<file path="config.mk">
export PLATFORM = sky130hd
export DESIGN_NAME = tesu_ram
export DESIGN_NICKNAME = d
export VERILOG_FILES = /design/src/design/timed_event_scheduler_unit_assert.svh /design/src/design/tesu_ram.sv
export SDC_FILE = /design/constraint.sdc
export NUM_CORES = 1
export LEC_CHECK = 0
export BUFFER_PORTS_ARGS = -buffer_cell sky130_fd_sc_hd__buf_2
export CAP_MARGIN = 30
export CORE_ASPECT_RATIO = 1.1
export CORE_MARGIN = 2
export CORE_UTILIZATION = 64
export CTS_BUF_LIST = sky130_fd_sc_hd__clkbuf_2
export CTS_CLUSTER_DIAMETER = 100
export DETAILED_ROUTE_END_ITERATION = 12
export PLACE_DENSITY_LB_ADDON = 0.1
export SLEW_MARGIN = 20
export SYNTH_ARGS = -nofsm -noshare
export SYNTH_HDL_FRONTEND = slang
export SYNTH_SLANG_ARGS = --single-unit
</file>
<file path="constraint.sdc">
create_clock -name clk -period 2.6 [get_ports clk]
set_clock_uncertainty 0.15 [all_clocks]
set_input_delay 0.26 -clock clk [delete_from_list [all_inputs] [get_ports clk]]
set_output_delay 0.26 -clock clk [all_outputs]
set_load 0.02 [all_outputs]
</file>
<file path="src/design/timed_event_scheduler_unit_assert.svh">
// Assertion macros for the timed event scheduler
`ifndef TIMED_EVENT_SCHEDULER_UNIT_ASSERT_SVH
`define TIMED_EVENT_SCHEDULER_UNIT_ASSERT_SVH

// same-cycle implication, reset excluded
`define TESU_ASSERT_NOW(lbl, ante, cons, msg) \
	lbl: assert property (@(posedge clk) disable iff (!arst_n) (ante) |-> (cons)) \
		else $error(msg);

// next-cycle implication, reset excluded
`define TESU_ASSERT_NEXT(lbl, ante, cons, msg) \
	lbl: assert property (@(posedge clk) disable iff (!arst_n) (ante) |=> (cons)) \
		else $error(msg);

`endif

</file>
<file path="src/design/tesu_ram.sv">
// Generic single-write, single-read RAM with registered read data
`default_nettype none
module tesu_ram #(
	parameter int WIDTH = 8,
	parameter int DEPTH = 32
) (
	input  wire logic                     clk,
	input  wire logic                     we,
	input  wire logic [$clog2(DEPTH)-1:0] waddr,
	input  wire logic [WIDTH-1:0]         wdata,
	input  wire logic [$clog2(DEPTH)-1:0] raddr,
	output logic      [WIDTH-1:0]         rdata
);

	logic [WIDTH-1:0] mem [DEPTH];

	always_ff @(posedge clk) begin
		if (we) begin
			mem[waddr] <= wdata;
		end
		rdata <= mem[raddr];
	end

endmodule
`default_nettype wire
</file>
# After elaboration in Yosys (flattened, before gate mapping)
# Memory sizes are Yosys's and may differ from the RTL's. A register that Yosys moved wholly into a read port is not among the register bits.
# Index checks and enable logic that the tools add are counted.
# op_classes
mux	2
# ops
operator	n
$mux 1	2
# totals
output_inout_bits	8
n_memories	1
in_bits	20
regBits	0
mem_bits_rw	256
word_cells	3
# memory_table
name	depth	word_bits	rd	rd_clocked_by_memory_dff	write_ports	line	rtl
mem	32	8	1	1	1	tesu_ram.sv:15	logic [WIDTH-1:0] mem [DEPTH];

# Depth between registers and ports, before layout
# depth
word_depth	2
depth_mapped	5
depth_no_buf	3

# Least setup slack after synthesis
# OpenSTA, ideal clock, no wires.
# synth_path
path_type	in2reg
from	input port raddr[2]
to	register rdata[0] (read register of mem)
setup_ns	0.121
path_slack_ns	0.388
path_stages	5
arrival_time_ns	1.942
required_ns	2.329
n_path_buf	2
path_cell_list	clkbuf_1 -> clkbuf_1 -> mux4_2 -> mux4_2 -> mux2_2
# synth_rtl
element	line	rtl
start, declared	tesu_ram.sv:11	input wire logic [$clog2(DEPTH)-1:0] raddr,
end, declared	tesu_ram.sv:12	output logic [WIDTH-1:0] rdata

==> key figures <==
Run status
  • Outcome: finished, final reports clean

Pwr
  • Register share of total power: 61.7%
  • Comb pwr share: 6.3%
  • Overall Power: 7.70 mW
  • Clock Power Share: 32.0%
  • Worst vdd ir: 0.408 mV
  • P_sw: 1.80 mW
  • Pwr Density: 676 nW/um^2
  • Leak pwr: 3.78 nW
  • Sw frac: 23.4%
  • Internal: 5.90 mW

Min path
  • Hold_sp: we
  • Hold worst-path end: mem[24][3]
  • Hold path cells: 4
  • Tightest Hold Check Type: primary input to flip-flop

Global route
  • All-Layer GR Usage: 25.3%
  • Initial antenna violation count: 1
  • Total grt overflow: 0
  • Maximum number of pins on one net before global-route repair: 34
  • First-pass GRT wire length: 29600 um
  • Vias in the first global route: 4941

Floorplan
  • Floorplan core area: 15600 sq um
  • Die Width: 124 um
  • Die height: 135 um
  • I/O pin count: 28
  • Row cnt: 48
  • Starting density of the core: 64.6%
  • Die Area: 16700 sq um

STA
  • Setup violators final: 0
  • Final cycle utilization of the critical path: 97.0%
  • Max-slew violations: 0
  • Fmax: 0.397 GHz
  • Slew @ Worst Pin: 744 ps
  • Worst hold-check slack: 173 ps
  • RSZ-0062 raised after global routing: false
  • Tmin final: 2520 ps
  • Hold Violations, Final: 0
  • Max_slew headroom: 50.2%
  • Fin worst setup slack: 78.9 ps
  • Setup TNS: 0 ps

Setup path
  • Critical Path RT: 3140 ps
  • Internal reg-to-reg setup slack: 80 ps
  • Nature of the critical path endpoint: flip-flop
  • Depth of the worst register-to-register path: 4
  • CP Cell Sequence: mux4_2 -> mux4_2 -> mux2_2 -> dlygate4sd3_1
  • Worst path arrival time: 3070 ps
  • Startpoint types: flip-flop
  • Worst r2r src: mem[31][0]
  • Crit path max fanout: 1
  • Top cell by count, worst path: mux4_2
  • Crit path largest cell delay: 550 ps
  • Crit path max-delay family: multiplexers
  • CP bufs+invs: 1
  • Slowest-stage cell, CP: dlygate4sd3_1
  • R2r endpoint: rdata[0]
  • Setup CP Type: flip-flop to flip-flop

Placement
  • Final HPWL DP: 11900 um
  • Placer Congestion: 0.768
  • DP Worst Slack: 161 ps
  • DP Cell Count: 659
  • I/O Buffers: 27
  • Area after DPL: 10700 sq um

CTS
  • # hold bufs at CTS: 19
  • Clock-pin slew on the worst setup and hold paths: 110 ps
  • CTS Buffer Depth: 3
  • Root Driver: clkbuf_2
  • Sink Count: 264
  • Post-CTS sizing: 0
  • Clock buffer count from CTS: 59
  • Worst skew pair latency: 810 ps
  • Post-CTS setup buffer count: 0
  • H-tree Lvls: 2
  • CTS tree: done

Logic synthesis
  • Net Count, Synth: 437
  • Syn Inst Count: 417
  • Seq/Total Area, Yosys: 78.1%
  • Syn Area/Cell: 24.1 sq um
  • Yosys warnings: 0
  • Yosys reg bits: 264
  • Post-Synthesis Cell Area: 10100 sq um
  • Synth unique cells: 15

Detailed routing
  • # DRC: 0
  • Vias after detailed routing: 4731
  • WL final: 19700 um
  • DR vias/cell: 6.01
  • Antenna Nets Post-Route: 0
  • Pre-Repair DR Iteration Count: 5
  • Initial DRC Count: 468
  • WL/cell: 25.0 um

Layout
  • Nets: 559
  • Cell area after layout: 11400 sq um
  • Layout cells sized above 1: 42.5%
  • Area Overhead vs Synth: 13.2%
  • Final cell count without fillers: 787
  • Utilization after layout: 73.1%

Run
  • Max Cap Viol: 0
-- cells by family after synthesis --
logic type,synth area share [%]
flops,78.1
mux,18.8
buf+inv,1.06
simple gates,2.07
-- layout by cell type (no fill, tap or decap), types with 2 or more instances in the layout --
| cell | instances |
|---|---|
| buf_2 | 26 |
| buf_12 | 5 |
| edfxtp_1 | 256 |
| nor2_1 | 33 |
| mux4_2 | 80 |
| buf_4 | 31 |
| dlygate4sd3_1 | 19 |
| dfxtp_1 | 8 |
| nand3b_1 | 5 |
| nand3_1 | 2 |
| or3b_2 | 3 |
| clkinv_1 | 12 |
| mux2_2 | 8 |
| clkbuf_2 | 95 |
-- worst register-to-register path, cell delays in order (launching register included) --
cell           delay (ps)
edfxtp_1              380
mux4_2                510
mux4_2                540
mux2_2                280
dlygate4sd3_1         550
-- power groups by stage --
stage | registers [mW] | clock network [mW] | logic (mW)
floorplan | 4.86 | 0 | 0.252
global placement | 4.84 | 0 | 0.455
detailed placement | 4.85 | 0 | 0.468
CTS | 4.75 | 2.51 | 0.491
global route | 4.75 | 2.76 | 0.520
finish | 4.75 | 2.46 | 0.487
-- area by class of cell --
class,instances,area [sq um]
diodes,1,2.50
clock buffers,95,475
clock inverters,13,50.0
fillers,921,4180
multi-input cells,133,2100
flip-flops and latches,264,7850
well taps,200,250
repair buffers,81,653
-- flip-flops by register name, summed over array words and instances (netlist names) --
name	cells
mem	256
rdata	8
-- cells in the mapped netlist (all sizes together) --
cell    instances  area (sq um)
mux2            8          90.1
dfxtp           8           160
or3b            3          26.3
or3             1          6.26
edfxtp        256          7690
nor2           33           124
nand3           2          10.0
nand2           1          3.75
clkbuf          6          22.5
nand3b          5          37.5
buf            14          83.8
mux4           80          1800
-- how the worst max path moves through the flow --
stage / startpoint / end / cells past startpoint
after global placement: raddr[0] / rdata[5] / 5
after CTS: mem[31][0] / rdata[0] / 4
after floorplan: raddr[2] / rdata[0] / 5
after detailed placement: raddr[0] / rdata[0] / 5
final: mem[31][0] / rdata[0] / 4
after global routing: mem[31][0] / rdata[0] / 4
-- routing by layer --
layer,global-route usage [%],up-vias,part of all wire [%]
li1,-,2061,-
met3,5.77,23,7.7
met2,36.8,215,48
met1,39.7,2432,43
met4,7.20,0,1.3
met5,0,-,0
Power figures use the tool's default switching activity.
